==> src/rtl/core/wmsp_pkg.sv <==
`timescale 1ns / 1ps
// wmsp_pkg: shared constants, register codes and the work item type of the
// window match / score peak detector. No dependencies.
package wmsp_pkg;

   localparam int MAX_QUERY_DEF = 16;   // default window depth
   localparam int QUERY_SLOTS   = 16;   // characters held by the two query registers
   localparam int CHAR_W        = 8;
   localparam int LEN_W         = 5;
   localparam int POS_W         = 32;
   localparam int SUM_W         = 32;
   localparam int SCORE_W       = 7;
   localparam int CFG_DATA_W    = 64;
   localparam int CFG_ADDR_W    = 5;
   localparam int QUEUE_DEPTH   = 2;
   localparam int MATCH_POINTS  = 3;    // +3 on a match, -3 on a miss

   // "CACCA" packed, first character in the low byte
   localparam logic [CFG_DATA_W-1:0] QUERY_LOW_RESET  = 64'd280301355331;
   localparam logic [CFG_DATA_W-1:0] QUERY_HIGH_RESET = 64'd0;
   localparam logic [LEN_W-1:0]      QUERY_LEN_RESET  = 5'd5;

   typedef enum logic [1:0] {
      REG_QUERY_LOW  = 2'd0,
      REG_QUERY_HIGH = 2'd1,
      REG_QUERY_LEN  = 2'd2
   } reg_index_type;

   // START: first full window, its score starts a new sum.
   // STEP:  any later window, score is accumulated and tested for a peak.
   typedef enum logic {
      KIND_START = 1'b0,
      KIND_STEP  = 1'b1
   } item_kind_type;

   typedef struct packed {
      item_kind_type             kind;
      logic signed [SCORE_W-1:0] score;
      logic [POS_W-1:0]          position;
   } work_item_type;

endpackage

==> src/rtl/core/wmsp_if.sv <==
`timescale 1ns / 1ps
// Valid/ready channel interfaces for the character stream and the peak results.
// Depends on nothing.
interface wmsp_req_if;
   logic       valid;
   logic       ready;
   logic [7:0] in_char;

   modport source (output valid, output in_char, input ready);
   modport sink (input valid, input in_char, output ready);
endinterface

interface wmsp_rsp_if;
   logic               valid;
   logic               ready;
   logic [31:0]        peak_position;
   logic signed [31:0] peak_sum;
   logic signed [6:0]  peak_window_score;

   modport source (output valid, output peak_position, output peak_sum,
                   output peak_window_score, input ready);
   modport sink (input valid, input peak_position, input peak_sum,
                 input peak_window_score, output ready);
endinterface

==> src/rtl/core/wmsp_front.sv <==
`timescale 1ns / 1ps
// wmsp_front: takes characters, keeps the sliding window and fill count,
// scores each full window and hands work items to the queue. Uses wmsp_pkg.
module wmsp_front #(
   parameter int MAX_QUERY = wmsp_pkg::MAX_QUERY_DEF
) (
   input  logic                                    clock,
   input  logic                                    reset,
   wmsp_req_if.sink                                req,
   input  logic [wmsp_pkg::QUERY_SLOTS-1:0][7:0]   query_chars,
   input  logic [wmsp_pkg::LEN_W-1:0]              eff_len,
   output logic                                    push_valid,
   input  logic                                    push_ready,
   output wmsp_pkg::work_item_type                 push_item
);

   localparam int IDX_W = (MAX_QUERY > 1) ? $clog2(MAX_QUERY) : 1;
   localparam int CNT_W = $clog2(MAX_QUERY + 1);

   logic [MAX_QUERY-1:0][7:0]         win_ff, win_in;
   logic [wmsp_pkg::LEN_W-1:0]        fill_ff, fill_in;
   logic [wmsp_pkg::POS_W-1:0]        char_cnt_ff, char_cnt_in;
   logic                              stage_valid_ff, stage_valid_in;
   wmsp_pkg::item_kind_type           kind_ff, kind_in;
   logic [wmsp_pkg::POS_W-1:0]        position_ff, position_in;

   logic                              accept;
   logic [MAX_QUERY-1:0]              hits;
   logic [CNT_W-1:0]                  match_cnt;
   logic signed [7:0]                 score_wide;

   assign req.ready = !stage_valid_ff || push_ready;
   assign accept    = req.valid && req.ready;

   // next state for window, counters and the staged item
   always_comb begin
      win_in         = win_ff;
      fill_in        = fill_ff;
      char_cnt_in    = char_cnt_ff;
      kind_in        = kind_ff;
      position_in    = position_ff;
      stage_valid_in = stage_valid_ff && !push_ready;
      if (accept) begin
         win_in[0] = req.in_char;
         for (int k = 1; k < MAX_QUERY; k++) begin
            win_in[k] = win_ff[k-1];
         end
         char_cnt_in = char_cnt_ff + 1'b1;
         position_in = char_cnt_ff + 1'b1;   // one-based index of this character
         if (fill_ff < eff_len) begin
            fill_in        = fill_ff + 1'b1;
            kind_in        = wmsp_pkg::KIND_START;
            stage_valid_in = ((fill_ff + 1'b1) == eff_len);
         end else begin
            kind_in        = wmsp_pkg::KIND_STEP;
            stage_valid_in = 1'b1;
         end
      end
   end

   // query char i against window entry len-1-i (oldest first)
   always_comb begin
      logic [wmsp_pkg::LEN_W-1:0] idx;
      hits = '0;
      for (int i = 0; i < MAX_QUERY; i++) begin
         idx     = eff_len - wmsp_pkg::LEN_W'(i) - 1'b1;
         hits[i] = (wmsp_pkg::LEN_W'(i) < eff_len) &&
                   (win_ff[idx[IDX_W-1:0]] == query_chars[i]);
      end
   end

   assign match_cnt  = CNT_W'($countones(hits));
   // score = 3*hits - 3*(len-hits) = 6*hits - 3*len
   assign score_wide = $signed(8'(match_cnt) * 8'(2 * wmsp_pkg::MATCH_POINTS)
                               - 8'(eff_len) * 8'(wmsp_pkg::MATCH_POINTS));

   assign push_valid         = stage_valid_ff;
   assign push_item.kind     = kind_ff;
   assign push_item.score    = score_wide[wmsp_pkg::SCORE_W-1:0];
   assign push_item.position = position_ff;

   always_ff @(posedge clock) begin
      if (reset) begin
         win_ff         <= '0;
         fill_ff        <= '0;
         char_cnt_ff    <= '0;
         stage_valid_ff <= 1'b0;
         kind_ff        <= wmsp_pkg::KIND_START;
      end else begin
         win_ff         <= win_in;
         fill_ff        <= fill_in;
         char_cnt_ff    <= char_cnt_in;
         stage_valid_ff <= stage_valid_in;
         kind_ff        <= kind_in;
      end
      position_ff <= position_in;
   end

endmodule

==> src/rtl/core/wmsp_queue.sv <==
`timescale 1ns / 1ps
// wmsp_queue: small FIFO of scored work items between front and back.
// Uses wmsp_pkg.
module wmsp_queue (
   input  logic                    clock,
   input  logic                    reset,
   input  logic                    push_valid,
   output logic                    push_ready,
   input  wmsp_pkg::work_item_type push_item,
   output logic                    pop_valid,
   input  logic                    pop_ready,
   output wmsp_pkg::work_item_type pop_item
);

   localparam int DEPTH = wmsp_pkg::QUEUE_DEPTH;
   localparam int PTR_W = (DEPTH > 1) ? $clog2(DEPTH) : 1;
   localparam int CNT_W = $clog2(DEPTH + 1);

   wmsp_pkg::work_item_type mem [DEPTH];
   logic [PTR_W-1:0]        wr_ptr_ff, wr_ptr_in;
   logic [PTR_W-1:0]        rd_ptr_ff, rd_ptr_in;
   logic [CNT_W-1:0]        count_ff, count_in;
   logic                    push, pop;

   assign push_ready = (count_ff != CNT_W'(DEPTH));
   assign pop_valid  = (count_ff != '0);
   assign push       = push_valid && push_ready;
   assign pop        = pop_valid && pop_ready;
   assign pop_item   = mem[rd_ptr_ff];

   always_comb begin
      wr_ptr_in = wr_ptr_ff;
      rd_ptr_in = rd_ptr_ff;
      count_in  = count_ff;
      if (push) begin
         wr_ptr_in = (wr_ptr_ff == PTR_W'(DEPTH - 1)) ? '0 : wr_ptr_ff + 1'b1;
      end
      if (pop) begin
         rd_ptr_in = (rd_ptr_ff == PTR_W'(DEPTH - 1)) ? '0 : rd_ptr_ff + 1'b1;
      end
      if (push && !pop) begin
         count_in = count_ff + 1'b1;
      end else if (pop && !push) begin
         count_in = count_ff - 1'b1;
      end
   end

   always_ff @(posedge clock) begin
      if (reset) begin
         wr_ptr_ff <= '0;
         rd_ptr_ff <= '0;
         count_ff  <= '0;
      end else begin
         wr_ptr_ff <= wr_ptr_in;
         rd_ptr_ff <= rd_ptr_in;
         count_ff  <= count_in;
      end
   end

   always_ff @(posedge clock) begin
      if (push) begin
         mem[wr_ptr_ff] <= push_item;
      end
   end

endmodule

==> src/rtl/core/wmsp_back.sv <==
`timescale 1ns / 1ps
// wmsp_back: running saturating sum, three-deep sum history, peak test and
// the registered result beat. Uses wmsp_pkg and wmsp_if.
module wmsp_back (
   input  logic                    clock,
   input  logic                    reset,
   input  logic                    pop_valid,
   output logic                    pop_ready,
   input  wmsp_pkg::work_item_type pop_item,
   wmsp_rsp_if.source              rsp
);

   localparam int SUM_W   = wmsp_pkg::SUM_W;
   localparam int SCORE_W = wmsp_pkg::SCORE_W;

   logic signed [SUM_W-1:0]   sum_cur_ff, sum_cur_in;
   logic signed [SUM_W-1:0]   sum_prev_ff, sum_prev_in;
   logic signed [SUM_W-1:0]   sum_bp_ff, sum_bp_in;
   logic [1:0]                hist_ff, hist_in;
   logic signed [SCORE_W-1:0] last_score_ff, last_score_in;
   logic                      out_valid_ff, out_valid_in;
   logic [wmsp_pkg::POS_W-1:0] out_pos_ff, out_pos_in;
   logic signed [SUM_W-1:0]   out_sum_ff, out_sum_in;
   logic signed [SCORE_W-1:0] out_score_ff, out_score_in;

   logic                      pop;
   logic signed [SUM_W:0]     sum_wide;
   logic signed [SUM_W-1:0]   sum_sat;

   assign pop_ready = !out_valid_ff || rsp.ready;
   assign pop       = pop_valid && pop_ready;

   assign sum_wide = (SUM_W+1)'(pop_item.score) + (SUM_W+1)'(sum_cur_ff);

   always_comb begin
      if (sum_wide > $signed((SUM_W+1)'({1'b0, {(SUM_W-1){1'b1}}}))) begin
         sum_sat = {1'b0, {(SUM_W-1){1'b1}}};
      end else if (sum_wide < $signed((SUM_W+1)'({2'b11, {(SUM_W-1){1'b0}}}))) begin
         sum_sat = {1'b1, {(SUM_W-1){1'b0}}};
      end else begin
         sum_sat = sum_wide[SUM_W-1:0];
      end
   end

   always_comb begin
      sum_cur_in    = sum_cur_ff;
      sum_prev_in   = sum_prev_ff;
      sum_bp_in     = sum_bp_ff;
      hist_in       = hist_ff;
      last_score_in = last_score_ff;
      out_valid_in  = out_valid_ff && !rsp.ready;
      out_pos_in    = out_pos_ff;
      out_sum_in    = out_sum_ff;
      out_score_in  = out_score_ff;
      if (pop) begin
         last_score_in = pop_item.score;
         unique case (pop_item.kind)
            wmsp_pkg::KIND_START: begin
               sum_cur_in  = SUM_W'(pop_item.score);
               sum_prev_in = '0;
               sum_bp_in   = '0;
               hist_in     = 2'd1;
            end
            wmsp_pkg::KIND_STEP: begin
               if (hist_ff == 2'd0) begin
                  // empty history: this score starts the sum on its own
                  sum_cur_in = SUM_W'(pop_item.score);
                  hist_in    = 2'd1;
               end else begin
                  sum_bp_in   = sum_prev_ff;
                  sum_prev_in = sum_cur_ff;
                  sum_cur_in  = sum_sat;
                  if (hist_ff != 2'd3) begin
                     hist_in = hist_ff + 1'b1;
                  end else if (sum_sat < sum_cur_ff && sum_prev_ff < sum_cur_ff) begin
                     // peak lies one window back
                     out_valid_in = 1'b1;
                     out_pos_in   = pop_item.position - 1'b1;
                     out_sum_in   = sum_cur_ff;
                     out_score_in = last_score_ff;
                     sum_prev_in  = '0;
                     sum_bp_in    = '0;
                     hist_in      = 2'd1;
                  end
               end
            end
            default: begin
               sum_cur_in = sum_cur_ff;
            end
         endcase
      end
   end

   assign rsp.valid             = out_valid_ff;
   assign rsp.peak_position     = out_pos_ff;
   assign rsp.peak_sum          = out_sum_ff;
   assign rsp.peak_window_score = out_score_ff;

   always_ff @(posedge clock) begin
      if (reset) begin
         sum_cur_ff    <= '0;
         sum_prev_ff   <= '0;
         sum_bp_ff     <= '0;
         hist_ff       <= '0;
         last_score_ff <= '0;
         out_valid_ff  <= 1'b0;
      end else begin
         sum_cur_ff    <= sum_cur_in;
         sum_prev_ff   <= sum_prev_in;
         sum_bp_ff     <= sum_bp_in;
         hist_ff       <= hist_in;
         last_score_ff <= last_score_in;
         out_valid_ff  <= out_valid_in;
      end
      out_pos_ff   <= out_pos_in;
      out_sum_ff   <= out_sum_in;
      out_score_ff <= out_score_in;
   end

endmodule

==> src/rtl/core/window_match_score_peak_detect.sv <==
`timescale 1ns / 1ps
// window_match_score_peak_detect: top level, query registers on the APB port,
// front scorer, work queue and sum/peak back end. Uses wmsp_pkg, wmsp_if.
// A character that completes a peak passes the front stage register, then the
// queue, then the result register before its result beat shows.
// Throughput: one character beat per cycle unless the front stage is held by a
// full queue; set by the combinational window compare in the front and the
// single running-sum add in the back.
// Reset (synchronous, active high) clears window, counters, sum history and
// all handshakes, and loads the query "CACCA" with length 5; no clearing pass.
module window_match_score_peak_detect #(
   parameter int MAX_QUERY = wmsp_pkg::MAX_QUERY_DEF
) (
   input  logic                                clock,
   input  logic                                reset,
   wmsp_req_if.sink                            req,
   wmsp_rsp_if.source                          rsp,
   input  logic                                psel,
   input  logic                                penable,
   input  logic                                pwrite,
   input  logic [wmsp_pkg::CFG_ADDR_W-1:0]     paddr,
   input  logic [wmsp_pkg::CFG_DATA_W-1:0]     pwdata,
   output logic [wmsp_pkg::CFG_DATA_W-1:0]     prdata,
   output logic                                pready
);

   // Query registers; register i sits at byte address 8*i.
   logic [wmsp_pkg::CFG_DATA_W-1:0] query_low_ff, query_low_in;
   logic [wmsp_pkg::CFG_DATA_W-1:0] query_high_ff, query_high_in;
   logic [wmsp_pkg::LEN_W-1:0]      query_len_ff, query_len_in;

   logic                            csr_write;
   wmsp_pkg::reg_index_type         csr_index;
   logic [wmsp_pkg::LEN_W-1:0]      eff_len;
   logic [wmsp_pkg::QUERY_SLOTS-1:0][7:0] query_chars;

   // queue hookup
   logic                            push_valid, push_ready;
   wmsp_pkg::work_item_type         push_item;
   logic                            pop_valid, pop_ready;
   wmsp_pkg::work_item_type         pop_item;

   assign pready    = 1'b1;
   assign csr_write = psel && penable && pwrite && pready;
   assign csr_index = wmsp_pkg::reg_index_type'(paddr[4:3]);

   always_comb begin
      query_low_in  = query_low_ff;
      query_high_in = query_high_ff;
      query_len_in  = query_len_ff;
      if (csr_write) begin
         unique case (csr_index)
            wmsp_pkg::REG_QUERY_LOW:  query_low_in  = pwdata;
            wmsp_pkg::REG_QUERY_HIGH: query_high_in = pwdata;
            wmsp_pkg::REG_QUERY_LEN:  query_len_in  = pwdata[wmsp_pkg::LEN_W-1:0];
            default:                  query_len_in  = query_len_ff;
         endcase
      end
   end

   always_comb begin
      unique case (csr_index)
         wmsp_pkg::REG_QUERY_LOW:  prdata = query_low_ff;
         wmsp_pkg::REG_QUERY_HIGH: prdata = query_high_ff;
         wmsp_pkg::REG_QUERY_LEN:  prdata = wmsp_pkg::CFG_DATA_W'(query_len_ff);
         default:                  prdata = '0;
      endcase
   end

   always_ff @(posedge clock) begin
      if (reset) begin
         query_low_ff  <= wmsp_pkg::QUERY_LOW_RESET;
         query_high_ff <= wmsp_pkg::QUERY_HIGH_RESET;
         query_len_ff  <= wmsp_pkg::QUERY_LEN_RESET;
      end else begin
         query_low_ff  <= query_low_in;
         query_high_ff <= query_high_in;
         query_len_ff  <= query_len_in;
      end
   end

   // A length of zero acts as one; anything past the window depth is clipped.
   always_comb begin
      priority if (query_len_ff == '0) begin
         eff_len = wmsp_pkg::LEN_W'(1);
      end else if (query_len_ff > wmsp_pkg::LEN_W'(MAX_QUERY)) begin
         eff_len = wmsp_pkg::LEN_W'(MAX_QUERY);
      end else begin
         eff_len = query_len_ff;
      end
   end

   assign query_chars = {query_high_ff, query_low_ff};

   // Front: window shift and parallel compare, one work item per full window.
   wmsp_front #(
      .MAX_QUERY (MAX_QUERY)
   ) u_front (
      .clock       (clock),
      .reset       (reset),
      .req         (req),
      .query_chars (query_chars),
      .eff_len     (eff_len),
      .push_valid  (push_valid),
      .push_ready  (push_ready),
      .push_item   (push_item)
   );

   // Two-entry queue so front and back stall independently.
   wmsp_queue u_queue (
      .clock      (clock),
      .reset      (reset),
      .push_valid (push_valid),
      .push_ready (push_ready),
      .push_item  (push_item),
      .pop_valid  (pop_valid),
      .pop_ready  (pop_ready),
      .pop_item   (pop_item)
   );

   // Back: saturating sum, history and peak test into the result register.
   wmsp_back u_back (
      .clock     (clock),
      .reset     (reset),
      .pop_valid (pop_valid),
      .pop_ready (pop_ready),
      .pop_item  (pop_item),
      .rsp       (rsp)
   );

endmodule
==> src/flat_wrapper.sv <==
// flat-port wrapper written by rule: the top's interface ports become plain ports
module window_match_score_peak_detect_flat 
#(
   parameter int MAX_QUERY = wmsp_pkg::MAX_QUERY_DEF
)
  (clock, reset, psel, penable, pwrite, paddr, pwdata, prdata, pready, req_valid, req_in_char, req_ready, rsp_valid, rsp_peak_position, rsp_peak_sum, rsp_peak_window_score, rsp_ready);
  wmsp_req_if req_i ();
  wmsp_rsp_if rsp_i ();
  input  logic clock;
  input  logic reset;
  input  logic psel;
  input  logic penable;
  input  logic pwrite;
  input  logic [wmsp_pkg::CFG_ADDR_W-1:0] paddr;
  input  logic [wmsp_pkg::CFG_DATA_W-1:0] pwdata;
  output logic [wmsp_pkg::CFG_DATA_W-1:0] prdata;
  output logic pready;
  input wire logic [$bits(req_i.valid)-1:0] req_valid;
  input wire logic [$bits(req_i.in_char)-1:0] req_in_char;
  output wire logic [$bits(req_i.ready)-1:0] req_ready;
  output wire logic [$bits(rsp_i.valid)-1:0] rsp_valid;
  output wire logic [$bits(rsp_i.peak_position)-1:0] rsp_peak_position;
  output wire logic [$bits(rsp_i.peak_sum)-1:0] rsp_peak_sum;
  output wire logic [$bits(rsp_i.peak_window_score)-1:0] rsp_peak_window_score;
  input wire logic [$bits(rsp_i.ready)-1:0] rsp_ready;
  assign req_i.valid = req_valid;
  assign req_i.in_char = req_in_char;
  assign req_ready = req_i.ready;
  assign rsp_valid = rsp_i.valid;
  assign rsp_peak_position = rsp_i.peak_position;
  assign rsp_peak_sum = rsp_i.peak_sum;
  assign rsp_peak_window_score = rsp_i.peak_window_score;
  assign rsp_i.ready = rsp_ready;
  window_match_score_peak_detect #(.MAX_QUERY(MAX_QUERY)) u_core (.clock(clock), .reset(reset), .req(req_i), .rsp(rsp_i), .psel(psel), .penable(penable), .pwrite(pwrite), .paddr(paddr), .pwdata(pwdata), .prdata(prdata), .pready(pready));
endmodule
==> config.mk <==
export PLATFORM = sky130hd
export DESIGN_NAME = window_match_score_peak_detect_flat
export DESIGN_NICKNAME = d
export VERILOG_FILES = /design/src/rtl/core/wmsp_pkg.sv /design/src/rtl/core/wmsp_if.sv /design/src/rtl/core/wmsp_front.sv /design/src/rtl/core/wmsp_queue.sv /design/src/rtl/core/wmsp_back.sv /design/src/rtl/core/window_match_score_peak_detect.sv /design/src/flat_wrapper.sv
export SDC_FILE = /design/constraint.sdc
export NUM_CORES = 2
export LEC_CHECK = 0
export ABC_AREA = 1
export BUFFER_PORTS_ARGS = -buffer_cell sky130_fd_sc_hd__buf_2
export CORE_MARGIN = 3
export CORE_UTILIZATION = 40
export CTS_CLUSTER_DIAMETER = 30
export DETAILED_ROUTE_END_ITERATION = 8
export PLACE_DENSITY = 0.6
export SLEW_MARGIN = 40
export SYNTH_ARGS = -nofsm -noshare
export SYNTH_HDL_FRONTEND = slang
export SYNTH_SLANG_ARGS = --single-unit
==> constraint.sdc <==
create_clock -name clock -period 10.95 [get_ports clock]
set_input_delay 0 -clock clock [delete_from_list [all_inputs] [get_ports clock]]
set_output_delay 0 -clock clock [all_outputs]
set_load 0.03 [all_outputs]
Yosys cells after proc, flatten, opt, wreduce, memory -nomap -nowiden
Memories as Yosys holds them, arrays and structs flattened. A register that Yosys moved wholly into a read port is not among the register bits.
Index checks and enable logic that the tools add are counted.
{"block": "totals", "reg_bits": 481, "ramBits": 80, "inputBits": 84, "out_inout_bits": 138, "word_cells": 266, "memories": 1}
{"block": "classes", "add_sub_neg": 55, "multipliers": 2, "order_cmp": 38, "eq_ne": 23, "mux": 63, "bitwise_logic": 3, "reduce_logical": 46}
{"memory": "u_core.u_queue.mem", "depth": 2, "width": 40, "read_ports": 1, "rd_ports_with_merged_regs": 1, "wr": 1, "line_no": "wmsp_queue.sv:19", "text": "wmsp_pkg::work_item_type mem [DEPTH];"}
{"operator": "$bmux 8 s4", "n": 16}
{"operator": "$mux 32", "n": 6}
{"operator": "$pmux 64 s3", "n": 1}
{"operator": "$eq 8x8->1", "n": 16}
{"operator": "$mux 8", "n": 16}
{"operator": "$pmux 32 s2", "n": 2}
{"operator": "$lt 4x5->1 const B", "n": 16}
{"operator": "$lt 32x32->1", "n": 2}
{"operator": "$sub 4x1->4 const B", "n": 16}
{"operator": "$lt 4x5->1 const A", "n": 8}
{"operator": "$add 7x32->33", "n": 1}
{"operator": "$gt 33x32->1 const B", "n": 1}
{"operator": "$lt 33x32->1 const B", "n": 1}
{"operator": "$add 32x1->32 const B", "n": 1}
{"operator": "$sub 32x1->32 const B", "n": 1}
{"operator": "$sub 4x4->4 const B", "n": 8}
{"operator": "$logic_and 1x1->1", "n": 26}
{"operator": "$lt 3x5->1 const A", "n": 4}
{"operator": "$add 1x1->2", "n": 8}
{"operator": "$sub 4x3->4 const B", "n": 4}
{"operator": "$mux 1", "n": 14}
{"operator": "$add 2x2->3", "n": 4}
{"operator": "$reduce_and 2->1", "n": 6}
{"operator": "$lt 1x5->1 const A", "n": 2}
{"operator": "other kinds (28)", "n": 50}

Depth between registers and ports, before layout
{"block": "depth", "word_depth": 15, "depth_mapped": 41, "depth_no_buf": 38}

By module
Synthesis repeated with hierarchy kept, for this count alone.
{"block": "hier_totals", "hier_cells": 5134, "hier_area_um2": 36060.8}
{"module": "wmsp_front", "n_inst": 1, "cells_each": 2963, "area_each_um2": 17717.0, "seq_area_each_um2": 4304.1}
{"module": "wmsp_back", "n_inst": 1, "cells_each": 1124, "area_each_um2": 9012.4, "seq_area_each_um2": 3613.5}
{"module": "window_match_score_peak_detect", "n_inst": 1, "cells_each": 886, "area_each_um2": 6194.7, "seq_area_each_um2": 2662.6}
{"module": "wmsp_queue", "n_inst": 1, "cells_each": 161, "area_each_um2": 3136.8, "seq_area_each_um2": 2502.4}

Least setup slack after synthesis
Ideal clock, no wire load.
{"block": "synth_path", "kind": "register to register", "start": "register with a tool-made name", "end": "register u_core.u_back.out_pos_ff (netlist bit u_core.u_back.rsp.peak_position[0]), enable pin", "setup_time_ps": 587, "t_arrival_ps": 9684, "t_required_ps": 10363, "setup_slack_ps": 680, "stages_incl_launch_ff": 30, "path_buffers": 4, "period_less_slack_ps": 10270, "path_cell_list": "dfxtp_1 > buf_2 > clkbuf_1 > clkbuf_1 > nand2_1 > nand2_1 > ha_1 > nand2_1 > inv_1 > a21oi_1 > nand2_1 > nand2_1 > nand2_2 > nand2_1 > nand3_1 > nand2_2 > nand2_1 > inv_1 > clkbuf_1 > o21ai_0 > ha_1 > a21oi_1 > nor2_1 > a2111oi_0 > nand2_1 > nand2_1 > nand2_1 > nand2_1 > nand4_1 > nor3_1"}
{"element": "to (signal assigned)", "line_no": "wmsp_back.sv:115", "text": "out_pos_ff <= out_pos_in;"}
{"element": "to (decl)", "line_no": "wmsp_back.sv:22", "text": "logic [wmsp_pkg::POS_W-1:0] out_pos_ff, out_pos_in;"}

==> out/results.txt <==
largest cells by area after synthesis: dfxtp_1 23%, edfxtp_1 17%, o21ai_0 13%, nand2_1 10%, a21oi_1 6.0%
Max-Cap Viols: 0
vias in the first global route: 28,300
total clock sinks: 562
Mean Syn Cell Area: 7.32 sq um
Largest stage delay, worst path: 0.61 ns
Core Area: 80,900 sq um
clk_lat worst skew: 0.73 ns
WL/cell: 17.4 microns
top cells by count, synth: 903 x nand2_1, 850 x o21ai_0, 502 x inv_1
Routed WL: 102 mm
drt drc: 0
die area: 85,700 sq um
Netlist Area Pre-Place: 32,900 sq um
final worst path period share: 89.3%
FF+latch count, synth: 562
top-count cell post-synth: nand2_1
I/O pins: 222
Peak VDD IR: 0.146 mV
drt via density: 5.18
post-synthesis cell count: 4,491
FMAX: 102 MHz
layout cells sized above 1: 11.9%
Reg clk slew, reported paths: 0.04 ns
r2r startpoint: u_core.query_len_ff[3]
hold buffer count at CTS: 79
Inserted Clock Buffers: 135
ys async rst share: 0%
largest area contributor in the netlist: dfxtp_1
Setup Fix Bufs, Post-CTS: 0
Hold Path Class: in -> reg
GRT overflow: 0
IO buf count: 217
Hold Crit Depth: 5
Die Ht: 293 microns
Filler cells: 7,826
post-route ant nets: 0
R2R depth: 36
Final HPWL DP: 73.6 mm
Post-synth EDFFs: 183
setup violators final: 0
final hold vios: 0
Initial Util: 40.6%
post-CTS resize count: 0
register area share after synthesis: 39.8%
R2R setup slack: 1.18 ns
largest net degree at the start of global routing: 126
status: complete, no violations
Worst Hold End: u_core.query_high_ff[54]
row count: 104
first-pass GRT wire length: 159 mm
total of warnings raised by yosys: 0
most used cell, CP: fa_1
clock root cell: clkbuf_16
Vias: 30,500
maximum buffer depth of the clock tree: 3
Layout area overhead: 22.6%
Worst Tran Pin Value: 0.927 ns
Worst slew margin: 37.6%
dominant synthesized flop cell: dfxtp_1
top-area cell type share of the netlist area: 23.1%
Final nets: 4,942
Distinct cells, synth: 62
min-delay src: pwrite
syn nets: 4,716
pre-CTS setup slack: 1.20 ns
Initial DRC Count: 2,217
die span in x: 293 microns
kind of critical path: reg -> reg
Final GP Congestion: 0.999
setup TNS: 0 ns
Power Dens Cells: 250 nW/um^2
Critical Path End Type: flip-flop
initial antenna violation count: 2
Critical Path AT: 10.19 ns
Total Routing Usage GR: 23.5%
RSZ-0062 raised after global routing: no
CP required: 11.37 ns
min Tclk post-route: 9.77 ns
reg-to-reg endpoint: u_core.u_queue.mem[0][38]
max-slew violation count: 0
First-pass DRT Iterations: 6
CP startpoint kind: flip-flop
H-tree depth: 4
largest fanout on the critical path: 76
Leak Pwr: 16.7 nW
Final Skew: 0.0528 ns
Final WS setup: 1.18 ns
Critical Path Slowest Stage Cell: xor2_2
CTS tree: yes
state kept, by name (all words and copies together) (netlist names), 7 cells and up, named ones only:
| signal | flops |
|---|---|
| u_core.u_back.rsp.peak_position | 32 |
| u_core.u_front.char_cnt_ff | 32 |
| u_core.u_back.rsp.peak_window_score | 7 |
| u_core.u_back.sum_cur_ff | 32 |
| u_core.u_back.sum_prev_ff | 32 |
| u_core.u_queue.mem | 80 |
| u_core.u_back.last_score_ff | 7 |
| u_core.u_front.position_ff | 32 |
| u_core.query_high_ff | 64 |
| u_core.u_front.win_ff | 128 |
| u_core.u_back.rsp.peak_sum | 32 |
| u_core.query_low_ff | 64 |
report_power, final:
| part | switching, mW | internal (mW) |
|---|---|---|
| Clock | 1.37 | 2.73 |
| Combinational | 2.24 | 1.16 |
| Sequential | 0.163 | 2.42 |
logic make-up after synthesis:
| group | after synthesis | share of synthesized area (%) |
|---|---|---|
| muxes | 21 | 0.639 |
| adders and majority gates | 141 | 5.66 |
| other | 1 | 0.0114 |
| AOI/OAI and AO/OA | 1447 | 23.1 |
| and+or+nand+nor | 1376 | 17.1 |
| DFF | 562 | 39.8 |
| buffers and inverters | 770 | 9.08 |
| xor gates and xnor gates | 173 | 4.65 |
stage by stage:
stage	instance area [sq um]	total power [mW]	hold slack, ns	util, %	std cells
floorplan	32900	5.09	0.126	-	4491
global placement	34700	5.93	0.231	42.8	5561
detailed placement	34700	5.97	0.236	42.9	5561
CTS	40300	10.2	0.00174	49.8	5888
global route	40300	10.8	0.0495	49.8	5888
finish	40300	10.1	0.0430	49.8	5889
cells in the final DEF (no fill, tap or decap), types with 9 or more instances in the layout:
master,n
nor2_2,9
a211oi_1,16
edfxtp_1,183
dlygate4sd3_1,79
fa_1,13
inv_2,15
nor2_1,286
o21a_1,11
buf_4,34
inv_6,9
clkinvlp_4,13
clkbuf_1,17
dfxtp_1,378
a21oi_1,394
buf_2,216
nor4_1,16
a22o_1,18
o21ai_1,71
clkbuf_8,12
clkbuf_16,135
nand4_1,24
o211ai_1,11
xnor2_1,22
clkinv_16,11
a31oi_1,10
nand3_1,57
nor3_1,23
nand2_1,900
o21ai_0,842
clkinv_2,26
mux2i_1,21
bufinv_16,14
xor2_1,149
inv_1,497
o22ai_1,32
ha_1,128
or2_2,23
how the worst max path moves through the flow:
stage                                 startpoint                            endpoint  slack (ns)  cells past startpoint
after floorplan                        flip-flop  u_core.u_back.rsp.peak_position[0]        0.68                     29
after global placement    u_core.query_len_ff[1]           u_core.u_queue.mem[0][38]        1.33                     36
after detailed placement  u_core.query_len_ff[1]           u_core.u_queue.mem[0][38]        1.20                     35
after CTS                 u_core.query_len_ff[1]           u_core.u_queue.mem[0][38]        1.19                     35
after global routing      u_core.query_len_ff[3]           u_core.u_queue.mem[0][38]        0.47                     36
final                     u_core.query_len_ff[3]           u_core.u_queue.mem[0][38]        1.18                     36
routing by layer:
metal	wire (microns)	global-route usage, %
met5	13	0
met4	4120	9.85
met3	4830	3.98
met2	50500	41.2
met1	43000	28.5
layout make-up:
cell class / count / area (sq um) / share of cell area (%)
diodes: 1 / 2.50 / 0.00620
inverters: 521 / 1970 / 4.88
repair buffers: 338 / 2250 / 5.57
clock buffers: 164 / 3610 / 8.94
clock inverters: 84 / 1210 / 3.00
flip-flops and latches: 562 / 13100 / 32.4
multi-input cells: 3159 / 16900 / 41.9
well taps: 1060 / 1330 / 3.29
worst max-delay path: cells and delay by family (launching register included):
kind	cells	cell delay (ns)
flip-flops	1	0.37
adder cells (fa/ha/maj)	10	4.23
AO/OA/AOI/OAI	8	1.47
buffers and inverters	8	0.93
AND/OR/NAND/NOR	6	1.34
XOR/XNOR	4	1.13
Power figures use the tool's default switching activity.
